File: config.mk
export PLATFORM = sky130hd
export DESIGN_NAME = sha256_message_hasher_core
export DESIGN_NICKNAME = d
export VERILOG_FILES = /design/src/sha256_pkg.sv /design/src/sha256_ram.sv /design/src/sha256_message_hasher_core.sv
export SDC_FILE = /design/constraint.sdc
export NUM_CORES = 2
export LEC_CHECK = 0
export BUFFER_PORTS_ARGS = -buffer_cell sky130_fd_sc_hd__buf_2
export CORE_MARGIN = 3
export CORE_UTILIZATION = 35
export DETAILED_ROUTE_END_ITERATION = 16
export MAX_ROUTING_LAYER = met4
export PLACE_DENSITY_LB_ADDON = 0.15
export SYNTH_ARGS = -nofsm -noshare
export SYNTH_HDL_FRONTEND = slang
export SYNTH_SLANG_ARGS = --single-unit
File: constraint.sdc
create_clock -name i_clk -period 13.6 [get_ports i_clk]
set_input_delay 0.68 -clock i_clk [delete_from_list [all_inputs] [get_ports i_clk]]
set_output_delay 0.68 -clock i_clk [all_outputs]
set_load 0.005 [all_outputs]
File: src/sha256_pkg.sv
// ----------------------------------------------------------------------------
// sha256_pkg
// Shared types, constants and functions of the SHA-256 message hasher.
// ----------------------------------------------------------------------------
package sha256_pkg;

    localparam int WORD_W     = 32;
    localparam int WIN_DEPTH  = 16;
    localparam int WIN_AW     = 4;
    localparam logic [7:0] PAD_MARK = 8'h80;
    localparam logic [5:0] LEN_OFFSET = 6'd56;

    typedef struct packed {
        logic       kind;
        logic [7:0] data_byte;
    } t_in_word;

    typedef struct packed {
        logic [31:0] digest_word;
        logic [2:0]  word_index;
        logic        last_word;
    } t_out_word;

    typedef enum logic [2:0] {
        ST_IDLE,
        ST_FILL,
        ST_CMP,
        ST_FIN,
        ST_OUT
    } t_state;

    localparam logic [31:0] HASH_IV [8] = '{
        32'h6a09e667, 32'hbb67ae85, 32'h3c6ef372, 32'ha54ff53a,
        32'h510e527f, 32'h9b05688c, 32'h1f83d9ab, 32'h5be0cd19
    };

    localparam logic [31:0] ROUND_K [64] = '{
        32'h428a2f98, 32'h71374491, 32'hb5c0fbcf, 32'he9b5dba5,
        32'h3956c25b, 32'h59f111f1, 32'h923f82a4, 32'hab1c5ed5,
        32'hd807aa98, 32'h12835b01, 32'h243185be, 32'h550c7dc3,
        32'h72be5d74, 32'h80deb1fe, 32'h9bdc06a7, 32'hc19bf174,
        32'he49b69c1, 32'hefbe4786, 32'h0fc19dc6, 32'h240ca1cc,
        32'h2de92c6f, 32'h4a7484aa, 32'h5cb0a9dc, 32'h76f988da,
        32'h983e5152, 32'ha831c66d, 32'hb00327c8, 32'hbf597fc7,
        32'hc6e00bf3, 32'hd5a79147, 32'h06ca6351, 32'h14292967,
        32'h27b70a85, 32'h2e1b2138, 32'h4d2c6dfc, 32'h53380d13,
        32'h650a7354, 32'h766a0abb, 32'h81c2c92e, 32'h92722c85,
        32'ha2bfe8a1, 32'ha81a664b, 32'hc24b8b70, 32'hc76c51a3,
        32'hd192e819, 32'hd6990624, 32'hf40e3585, 32'h106aa070,
        32'h19a4c116, 32'h1e376c08, 32'h2748774c, 32'h34b0bcb5,
        32'h391c0cb3, 32'h4ed8aa4a, 32'h5b9cca4f, 32'h682e6ff3,
        32'h748f82ee, 32'h78a5636f, 32'h84c87814, 32'h8cc70208,
        32'h90befffa, 32'ha4506ceb, 32'hbef9a3f7, 32'hc67178f2
    };

    function automatic logic [31:0] rotr(input logic [31:0] x, input int n);
        rotr = (x >> n) | (x << (32 - n));
    endfunction

    function automatic logic [31:0] sig0(input logic [31:0] x);
        sig0 = rotr(x, 7) ^ rotr(x, 18) ^ (x >> 3);
    endfunction

    function automatic logic [31:0] sig1(input logic [31:0] x);
        sig1 = rotr(x, 17) ^ rotr(x, 19) ^ (x >> 10);
    endfunction

    function automatic logic [31:0] bsig0(input logic [31:0] x);
        bsig0 = rotr(x, 2) ^ rotr(x, 13) ^ rotr(x, 22);
    endfunction

    function automatic logic [31:0] bsig1(input logic [31:0] x);
        bsig1 = rotr(x, 6) ^ rotr(x, 11) ^ rotr(x, 25);
    endfunction

endpackage

File: src/sha256_ram.sv
// ----------------------------------------------------------------------------
// sha256_ram
// Generic RAM: one write port, two read ports with registered read data.
// ----------------------------------------------------------------------------
module sha256_ram #(
    parameter int WIDTH = 32,
    parameter int DEPTH = 16
) (
    input  logic                     i_clk,
    input  logic                     i_we,
    input  logic [$clog2(DEPTH)-1:0] i_waddr,
    input  logic [WIDTH-1:0]         i_wdata,
    input  logic [$clog2(DEPTH)-1:0] i_raddr_a,
    input  logic [$clog2(DEPTH)-1:0] i_raddr_b,
    output logic [WIDTH-1:0]         o_rdata_a,
    output logic [WIDTH-1:0]         o_rdata_b
);

    logic [WIDTH-1:0] r_mem [DEPTH];

    always_ff @(posedge i_clk) begin
        if (i_we) begin
            r_mem[i_waddr] <= i_wdata;
        end
        o_rdata_a <= r_mem[i_raddr_a];
        o_rdata_b <= r_mem[i_raddr_b];
    end

endmodule

File: src/sha256_message_hasher_core.sv
// ----------------------------------------------------------------------------
// sha256_message_hasher_core
// Byte-serial SHA-256: packs bytes into a 16-word window memory, runs one
// round per cycle over it and emits the eight digest words.
// ----------------------------------------------------------------------------
// Byte word: the 64th byte of a block also starts a compression: the round
// loop over the window memory, then the hash update.
// End word: one or two compressions, each a window fill, round loop and hash
// update; then eight result words, one per cycle while not stalled.
// Reset: synchronous active low; restores the initial hash, clears count.
// ----------------------------------------------------------------------------
module sha256_message_hasher_core
    import sha256_pkg::*;
(
    input  logic      i_clk,
    input  logic      i_rst_n,
    input  logic      i_in_valid,
    output logic      o_in_stall,
    input  t_in_word  i_in_word,
    output logic      o_out_valid,
    input  logic      i_out_stall,
    output t_out_word o_out_word
);

    t_state      r_state, n_state;
    logic [31:0] r_hash [8];
    logic [31:0] n_hash [8];
    logic [31:0] r_wv [8];
    logic [31:0] n_wv [8];
    logic [5:0]  r_fill, n_fill;
    logic [63:0] r_bits, n_bits;
    logic [23:0] r_acc, n_acc;
    logic [6:0]  r_rc, n_rc;
    logic [3:0]  r_widx, n_widx;
    logic        r_first, n_first;
    logic        r_end, n_end;
    logic        r_lenblk, n_lenblk;
    logic [2:0]  r_oidx, n_oidx;

    logic        in_acc, out_acc;
    logic        we;
    logic [3:0]  waddr;
    logic [31:0] wdata;
    logic [3:0]  ra_a, ra_b, ra_c, ra_d;
    logic [31:0] q_a, q_b, q_c, q_d;
    logic [5:0]  t_rnd;
    logic [31:0] w_cur, t1, t2, merge_word, fill_word;

    sha256_ram #(.WIDTH(WORD_W), .DEPTH(WIN_DEPTH)) u_win_lo (
        .i_clk(i_clk), .i_we(we), .i_waddr(waddr), .i_wdata(wdata),
        .i_raddr_a(ra_a), .i_raddr_b(ra_b), .o_rdata_a(q_a), .o_rdata_b(q_b)
    );

    sha256_ram #(.WIDTH(WORD_W), .DEPTH(WIN_DEPTH)) u_win_hi (
        .i_clk(i_clk), .i_we(we), .i_waddr(waddr), .i_wdata(wdata),
        .i_raddr_a(ra_c), .i_raddr_b(ra_d), .o_rdata_a(q_c), .o_rdata_b(q_d)
    );

    always_comb begin
        o_in_stall  = (r_state != ST_IDLE);
        o_out_valid = (r_state == ST_OUT);
        o_out_word.digest_word = r_hash[r_oidx];
        o_out_word.word_index  = r_oidx;
        o_out_word.last_word   = (r_oidx == 3'd7);
    end

    assign in_acc  = i_in_valid && !o_in_stall;
    assign out_acc = o_out_valid && !i_out_stall;

    always_comb begin
        n_state = r_state;
        case (r_state)
            ST_IDLE: begin
                if (in_acc) begin
                    if (i_in_word.kind) begin
                        n_state = ST_FILL;
                    end else if (r_fill == 6'd63) begin
                        n_state = ST_CMP;
                    end
                end
            end
            ST_FILL: begin
                if (r_widx == 4'd15) begin
                    n_state = ST_CMP;
                end
            end
            ST_CMP: begin
                if (r_rc == 7'd64) begin
                    n_state = ST_FIN;
                end
            end
            ST_FIN: begin
                if (!r_end) begin
                    n_state = ST_IDLE;
                end else if (r_lenblk) begin
                    n_state = ST_OUT;
                end else begin
                    n_state = ST_FILL;
                end
            end
            ST_OUT: begin
                if (out_acc && r_oidx == 3'd7) begin
                    n_state = ST_IDLE;
                end
            end
            default: n_state = ST_IDLE;
        endcase
    end

    always_comb begin
        case (r_fill[1:0])
            2'd0:    merge_word = {PAD_MARK, 24'h0};
            2'd1:    merge_word = {r_acc[7:0], PAD_MARK, 16'h0};
            2'd2:    merge_word = {r_acc[15:0], PAD_MARK, 8'h0};
            default: merge_word = {r_acc[23:0], PAD_MARK};
        endcase
        if (r_first) begin
            fill_word = merge_word;
        end else if (r_lenblk && r_widx == 4'd14) begin
            fill_word = r_bits[63:32];
        end else if (r_lenblk && r_widx == 4'd15) begin
            fill_word = r_bits[31:0];
        end else begin
            fill_word = 32'h0;
        end
    end

    always_comb begin
        ra_a  = r_rc[3:0];
        ra_b  = r_rc[3:0] - 4'd2;
        ra_c  = r_rc[3:0] - 4'd7;
        ra_d  = r_rc[3:0] - 4'd15;
        t_rnd = r_rc[5:0] - 6'd1;
        if (t_rnd[5:4] == 2'd0) begin
            w_cur = q_a;
        end else begin
            w_cur = sig1(q_b) + q_c + sig0(q_d) + q_a;
        end
        t1 = r_wv[7] + bsig1(r_wv[4]) + ((r_wv[4] & r_wv[5]) ^ (~r_wv[4] & r_wv[6]))
           + ROUND_K[t_rnd] + w_cur;
        t2 = bsig0(r_wv[0])
           + ((r_wv[0] & r_wv[1]) ^ (r_wv[0] & r_wv[2]) ^ (r_wv[1] & r_wv[2]));
    end

    always_comb begin
        n_hash   = r_hash;
        n_wv     = r_wv;
        n_fill   = r_fill;
        n_bits   = r_bits;
        n_acc    = r_acc;
        n_rc     = r_rc;
        n_widx   = r_widx;
        n_first  = r_first;
        n_end    = r_end;
        n_lenblk = r_lenblk;
        n_oidx   = r_oidx;
        we       = 1'b0;
        waddr    = r_widx;
        wdata    = fill_word;
        case (r_state)
            ST_IDLE: begin
                n_rc   = 7'd0;
                n_oidx = 3'd0;
                if (in_acc) begin
                    if (i_in_word.kind) begin
                        n_widx   = r_fill[5:2];
                        n_first  = 1'b1;
                        n_end    = 1'b1;
                        n_lenblk = (r_fill < LEN_OFFSET);
                    end else begin
                        n_acc  = {r_acc[15:0], i_in_word.data_byte};
                        n_fill = r_fill + 6'd1;
                        n_bits = r_bits + 64'd8;
                        n_end  = 1'b0;
                        if (r_fill[1:0] == 2'd3) begin
                            we    = 1'b1;
                            waddr = r_fill[5:2];
                            wdata = {r_acc, i_in_word.data_byte};
                        end
                    end
                end
            end
            ST_FILL: begin
                we      = 1'b1;
                n_first = 1'b0;
                n_widx  = r_widx + 4'd1;
                n_rc    = 7'd0;
            end
            ST_CMP: begin
                n_rc = r_rc + 7'd1;
                if (r_rc == 7'd0) begin
                    n_wv = r_hash;
                end else begin
                    if (t_rnd[5:4] != 2'd0) begin
                        we    = 1'b1;
                        waddr = t_rnd[3:0];
                        wdata = w_cur;
                    end
                    n_wv[7] = r_wv[6];
                    n_wv[6] = r_wv[5];
                    n_wv[5] = r_wv[4];
                    n_wv[4] = r_wv[3] + t1;
                    n_wv[3] = r_wv[2];
                    n_wv[2] = r_wv[1];
                    n_wv[1] = r_wv[0];
                    n_wv[0] = t1 + t2;
                end
            end
            ST_FIN: begin
                for (int i = 0; i < 8; i++) begin
                    n_hash[i] = r_hash[i] + r_wv[i];
                end
                n_widx   = 4'd0;
                n_lenblk = 1'b1;
                n_oidx   = 3'd0;
            end
            ST_OUT: begin
                if (out_acc) begin
                    n_oidx = r_oidx + 3'd1;
                    if (r_oidx == 3'd7) begin
                        n_hash = HASH_IV;
                        n_fill = 6'd0;
                        n_bits = 64'd0;
                        n_end  = 1'b0;
                    end
                end
            end
            default: begin
                n_rc = 7'd0;
            end
        endcase
    end

    always_ff @(posedge i_clk) begin
        if (!i_rst_n) begin
            r_state  <= ST_IDLE;
            r_hash   <= HASH_IV;
            r_fill   <= 6'd0;
            r_bits   <= 64'd0;
            r_rc     <= 7'd0;
            r_widx   <= 4'd0;
            r_first  <= 1'b0;
            r_end    <= 1'b0;
            r_lenblk <= 1'b0;
            r_oidx   <= 3'd0;
        end else begin
            r_state  <= n_state;
            r_hash   <= n_hash;
            r_fill   <= n_fill;
            r_bits   <= n_bits;
            r_rc     <= n_rc;
            r_widx   <= n_widx;
            r_first  <= n_first;
            r_end    <= n_end;
            r_lenblk <= n_lenblk;
            r_oidx   <= n_oidx;
        end
    end

    always_ff @(posedge i_clk) begin
        r_wv  <= n_wv;
        r_acc <= n_acc;
    end

endmodule

# After elaboration in Yosys (flattened, before gate mapping)
# Memory sizes are Yosys's and may differ from the RTL's. A register that Yosys moved wholly into a read port is not among the register bits.
# Cells that the tools add are included.
# totals
memories	3
ff_bits	626
out_inout_bits	38
in_bits	13
latchBits	0
romBits	2048
word_cells	210
ramBits	1024
# memory_table
name	words	word_bits	read_ports	rd_ports_with_merged_regs	write_ports	line_no	rtl
(name not given)	64	32	1	0	0	sha256_message_hasher_core.sv:140	+ ROUND_K[t_rnd] + w_cur;
u_win_hi.r_mem	16	32	2	2	1	sha256_ram.sv:19	logic [WIDTH-1:0] r_mem [DEPTH];
u_win_lo.r_mem	16	32	2	2	1	sha256_ram.sv:19	
# classes
reduce_logical	30
addsub	27
eq_ne	21
n_mux	70
n_bitwise	30
order_cmp	3
shift	0
multipliers	0
div	0
# op_table
operator	n
two-way mux 256 bit	3
adder 32 bit	18
case mux 256 bit (2 select lines)	1
two-way mux 32 bit	13
bitwise XOR 32 bit	9
two-way mux 64 bit	4
bitwise AND 32 bit	5
case mux 64 bit (2 select lines)	1
binary-select mux 32 bit (select 3 bit)	1
case mux 32 bit (3 select lines)	1
adder 64 x 4 -> 64 bit, second input constant	1
case mux 32 bit (2 select lines)	1
inverter 32 bit	1
OR 10 x 32 -> 32 bit	1
OR 13 x 32 -> 32 bit	1
OR 14 x 32 -> 32 bit	1
OR 15 x 32 -> 32 bit	1
OR 19 x 32 -> 32 bit	1
OR 21 x 32 -> 32 bit	1
OR 25 x 32 -> 32 bit	1
OR 26 x 32 -> 32 bit	1
OR 30 x 32 -> 32 bit	1
OR 7 x 32 -> 32 bit	1
bitwise XOR 32 x 22 -> 32 bit	1
other kinds (50)	111

# Logic depth before layout (Yosys ltp)
# depth
word_depth	10
ltp_mapped	50
depth_no_buf	50

# Modules after synthesis
# Synthesis repeated with hierarchy kept, for this count alone.
# unflattened
hier_cells	8878
hier_area_um2	103671.9
# modules_own_cells
mod	instances	seq_area_each_um2	area_each_um2	cells_per_inst
sha256_message_hasher_core	1	15274.6	55281.8	6596
sha256_ram at u_win_hi	1	16656.0	24203.2	1141
sha256_ram at u_win_lo	1	16656.0	24186.9	1141

# Worst setup path before layout
# OpenSTA, ideal clock, no wires.
# synth_timing
path_kind	flip-flop to flip-flop
from	register r_rc[0]
to	register r_wv[254] in the netlist's numbering (data pin)
setup_ns	0.266
arrival_time_ns	9.481
n_path_buf	6
slack_ns	3.853
stages_incl_launch_ff	47
required_ns	13.334
synth_period_minus_slack_ns	9.747
path_cell_list	dfxtp_1 -> buf_2 -> clkbuf_1 -> buf_2 -> clkinv_1 -> ha_1 -> buf_2 -> inv_2 -> nor3_2 -> xor2_1 -> buf_2 -> nor2_1 -> clkbuf_1 -> nand2_1 -> nand2_1 -> fa_1 -> fa_1 -> inv_1 -> [... 11 more ...] -> a21oi_1 -> xnor2_1 -> inv_1 -> fa_1 -> inv_1 -> ha_1 -> a21o_1 -> a21oi_1 -> o21ai_1 -> a21oi_1 -> o211ai_1 -> a211oi_2 -> o211ai_1 -> a41o_1 -> a2111o_1 -> a31oi_1 -> xor2_1 -> o21ai_1
# synth_between
elab_chain_len	9
word_cells_on_any_way	12
cone_classes	4 x add/sub; 4 x mux; 1 x bitwise; 2 x reduce/logical; 1 x memory
# synth_rtl
item	line_no	rtl
start: declaration	sha256_message_hasher_core.sv:33	logic [6:0] r_rc, n_rc;
start signal: assignment	sha256_message_hasher_core.sv:251	r_rc <= n_rc;
subtractor 6 x 1 -> 6 bit	sha256_message_hasher_core.sv:133	t_rnd = r_rc[5:0] - 6'd1;
inverter 6 -> 7 bit (not written as such)	sha256_message_hasher_core.sv:140	
memory (64 x 32 bit)	-	
two-way mux 32 bit (not written as such) (2 in a row)	sha256_message_hasher_core.sv:140	
adder 32 bit (2 in a row)	sha256_message_hasher_core.sv:140	
adder 32 bit	sha256_message_hasher_core.sv:206	n_wv[0] = t1 + t2;
two-way mux 256 bit (*)	sha256_message_hasher_core.sv:191	if (r_rc == 7'd0) begin
end signal: assignment	sha256_message_hasher_core.sv:261	r_wv <= n_wv;
end: declaration	sha256_message_hasher_core.sv:28	logic [31:0] r_wv [8];
# Every way passes the cells marked *; elsewhere a longest branch is shown, timed or not. The select of a mux whose other input is x is not followed.
# A chain may end at the register's enable or synchronous reset.

# Worst setup path in the final report
# layout_timing
from	register u_win_hi.o_rdata_b[9] (read register of u_win_hi.r_mem)
to	register r_wv[254] in the netlist's numbering (data pin)
# layout_between
elab_chain_len	9
word_cells_on_any_way	10
cone_classes	4 x add/sub; 2 x mux; 4 x bitwise
# layout_rtl
item	line_no	rtl
start: declaration	sha256_ram.sv:16	output logic [WIDTH-1:0] o_rdata_b
OR 25 x 32 -> 32 bit / OR 14 x 32 -> 32 bit (equally long branches)	sha256_pkg.sv:57	rotr = (x >> n) | (x << (32 - n));
bitwise XOR 32 bit	sha256_pkg.sv:61	sig0 = rotr(x, 7) ^ rotr(x, 18) ^ (x >> 3);
bitwise XOR 32 x 29 -> 32 bit (*)	sha256_pkg.sv:61	
adder 32 bit (*) (2 in a row)	sha256_message_hasher_core.sv:137	w_cur = sig1(q_b) + q_c + sig0(q_d) + q_a;
two-way mux 32 bit (*)	sha256_message_hasher_core.sv:134	if (t_rnd[5:4] == 2'd0) begin
adder 32 bit (*)	sha256_message_hasher_core.sv:140	
adder 32 bit (*)	sha256_message_hasher_core.sv:206	
two-way mux 256 bit (*)	sha256_message_hasher_core.sv:191	
# Every way passes the cells marked *; elsewhere a longest branch is shown, timed or not.

==> impl_metrics.toml <==
[status]
status = "finished, final reports clean"

[cts]
root_buffer = "clkbuf_16"
path_clk_slew_ps = 60
cts_hold_buf = 0
post_cts_buffers = 0
post_cts_resized = 0
cts_sinks = 1263
tritoncts = "built"
cts_made_buffers = 155
htree_num_levels = 4
clock_latency_ps = 850
clk_path_buf_depth = 3

[die]
fp.dieH_um = 501
io_pins = 51
rows = 181
core_um2 = 244000
start_util = 0.353
die_w_um = 501
dieArea_um2 = 251000

[global_route]
antenna_found_initial = 13
grt_pass1_vias = 65200
grt_pass1_wl_um = 468000
grt.total_usage = 0.262
grt_start_max_net_pins = 144
overflow = 0

[flow_run]
maxCapViolCount = 0

[critical_path]
slowest_delay_ps = 1020
cp-end-kind = "flop"
startpoint_type = "flop"
path_class = "flop to flop"
cp_max_fo = 6
cp.arrival_ps = 12140
cp.required_ps = 14110
crit_slowest_cell = "a311oi_1"
cp_common_cell = "inv_1"

[synthesis]
synth_top_area_share = 0.277
syn_avg_cell_area_um2 = 10.5
synth.area.top_cells = "edfxtp_1 28%, mux4_2 13%, dfxtp_1 11%, ha_1 5.9%, nand2_1 4.6%"
synth.distinct_cells = 98
ys_ff_latch = 1263
yosys_warnings = 0
synth_edf_count = 792
synth_area_um2 = 85900
synthFlopType = "edfxtp_1"
yosysTopAreaCell = "edfxtp_1"
seq_area_frac_synth = 0.386
synthCells = 8162
async_flop_share = 0
syn_nets = 8778

[cells_and_area]
area_delta_synth_final_pct = 10.9
post-route-util = 0.391
fin_nets = 8647
fin_cells = 11400
drive_above_1_share = 0.133

[min_path]
worstHoldPathType = "input pin to flop"

[drt]
drc = 0
drtPass1Iterations = 6
viasPerCell = 5.87
finalWirelength_um = 326000
ant_nets = 0
via_count = 66700
drtIter0Drc = 6392
routedWlPerCell_um = 28.7

[sta]
max_freq_mhz = 86.0
tightest_slew_ps = 1390
final.min_clock_period_ps = 11620
setup_viol = 0
rsz0062_at_grt = "false"
fin_skew_ps = 70.2
max_slew_margin = 0.0690
min_period_over_period = 0.855
setup_tns_ps = 0
slew_viol_final = 0
final_hold_viol_count = 0

[placement]
dpl.hpwl_um = 233000
gp_congestion = 1.00
placed_cells = 11100
port_buffers = 50
==> per-layer routing <==
layer | global-route usage | up-vias | share of wire
met3 | 0.0347 | 522 | 0.059
met4 | 0.101 | 0 | 0.043
met1 | 0.328 | 34000 | 0.41
met2 | 0.430 | 2589 | 0.49
met5 | - | - | 0
li1 | - | 29700 | -
==> cells in the mapped netlist (17+ instances only) <==
master and count:
a211oi_1 43, a21boi_0 17, a21o_1 165, a21oi_1 505, a221o_1 26, a221oi_1 26
a22oi_1 95, a311oi_1 17, a31oi_1 47, and2_1 26, and3_1 47, buf_1 71
clkbuf_1 390, dfxtp_1 471, edfxtp_1 792, fa_1 197, ha_1 406, inv_1 491
mux2_2 69, mux2i_1 147, mux4_2 480, nand2_1 1058, nand2b_1 70, nand3_1 120
nand4_1 30, nor2_1 422, nor2b_1 144, nor3_1 82, o211ai_1 40, o21a_1 58
o21ai_0 396, o21ai_1 18, o21bai_1 75, o221ai_1 41, o22ai_1 143, o31ai_1 22
or2_2 20, or3_1 45, xnor2_1 396, xor2_1 226
==> path summary, 6_finish.rpt <==
| kind | startpoint | end | slack (ps) | depth (start not counted) |
|---|---|---|---|---|
| max | u_win_hi.o_rdata_b[9]$_DFF_P_ | r_wv[254]$_DFFE_PP_ | 1980 | 45 |
| min | i_in_word[8] | r_state[1]$_SDFFE_PN0P_ | 90 | 2 |
| max reg2reg | u_win_hi.o_rdata_b[9]$_DFF_P_ | r_wv[254]$_DFFE_PP_ | 1980 | 45 |
| min reg2reg | r_bits[18]$_SDFFE_PN0P_ | r_bits[18]$_SDFFE_PN0P_ | 500 | 2 |
==> logic make-up after synthesis <==
logic type / share of synthesized area
DFF: 0.386
buffers and inverters: 0.0423
AOI/OAI and AO/OA: 0.141
and+or+nand+nor: 0.109
adders and majority gates: 0.106
muxes: 0.152
xor gates and xnor gates: 0.0639
==> layout make-up <==
type	count	area [µm²]
timing repair buffer	183	1280
multi-input combinational	5933	49500
sequential	1263	33200
tap	3202	4010
clock buffer	218	4390
inverter	495	1870
fill	23500	148000
clock inverter	71	1020
antenna	7	17.5
==> registers in the layout, summed over array words and instances (netlist names), 24 cells and up <==
name and cells:
u_win_hi.o_rdata_a 32, r_acc 24, r_hash 256, u_win_hi.o_rdata_b 32
u_win_lo.o_rdata_a 32, r_bits 61, u_win_lo.r_mem 352, u_win_hi.r_mem 160
r_wv 256, u_win_lo.o_rdata_b 32
==> metrics by stage <==
step / hold slack (ps) / area (µm²) / worst slack [ps]
floorplan: 455 / 85900 / 3850
global placement: 478 / 89900 / 2000
detailed placement: 491 / 89900 / 1980
CTS: 17.3 / 95300 / 1910
global route: 53.0 / 95300 / 1290
finish: 85.3 / 95300 / 1980
==> placed cells by master, fill, tap and decap left out, types with 69 or more instances in the layout <==
cell type and count:
fa_1 197, a21o_1 165, nand2_1 1049, a21oi_1 504
o22ai_1 143, ha_1 403, mux4_2 480, a22oi_1 95
o21bai_1 75, nand3_1 120, mux2i_1 147, buf_4 131
xnor2_1 393, nor2_1 401, dfxtp_1 464, nor2b_1 144
mux2_2 69, clkbuf_16 155, nor3_1 82, o21ai_0 394
edfxtp_1 792, xor2_1 220, nand2b_1 69, inv_1 490
==> critical path, delay by kind of cell (launching register included) <==
family	cells	cell delay, ps
AOI/OAI and AO/OA	20	5120
adders and majority gates	9	3810
xor gates and xnor gates	5	1050
buffers and inverters	7	440
DFF	1	410
muxes	1	250
and+or+nand+nor	3	250
Power is not shown: default switching activity piles up to over one toggle a cycle in this logic, so the estimate is an artifact.
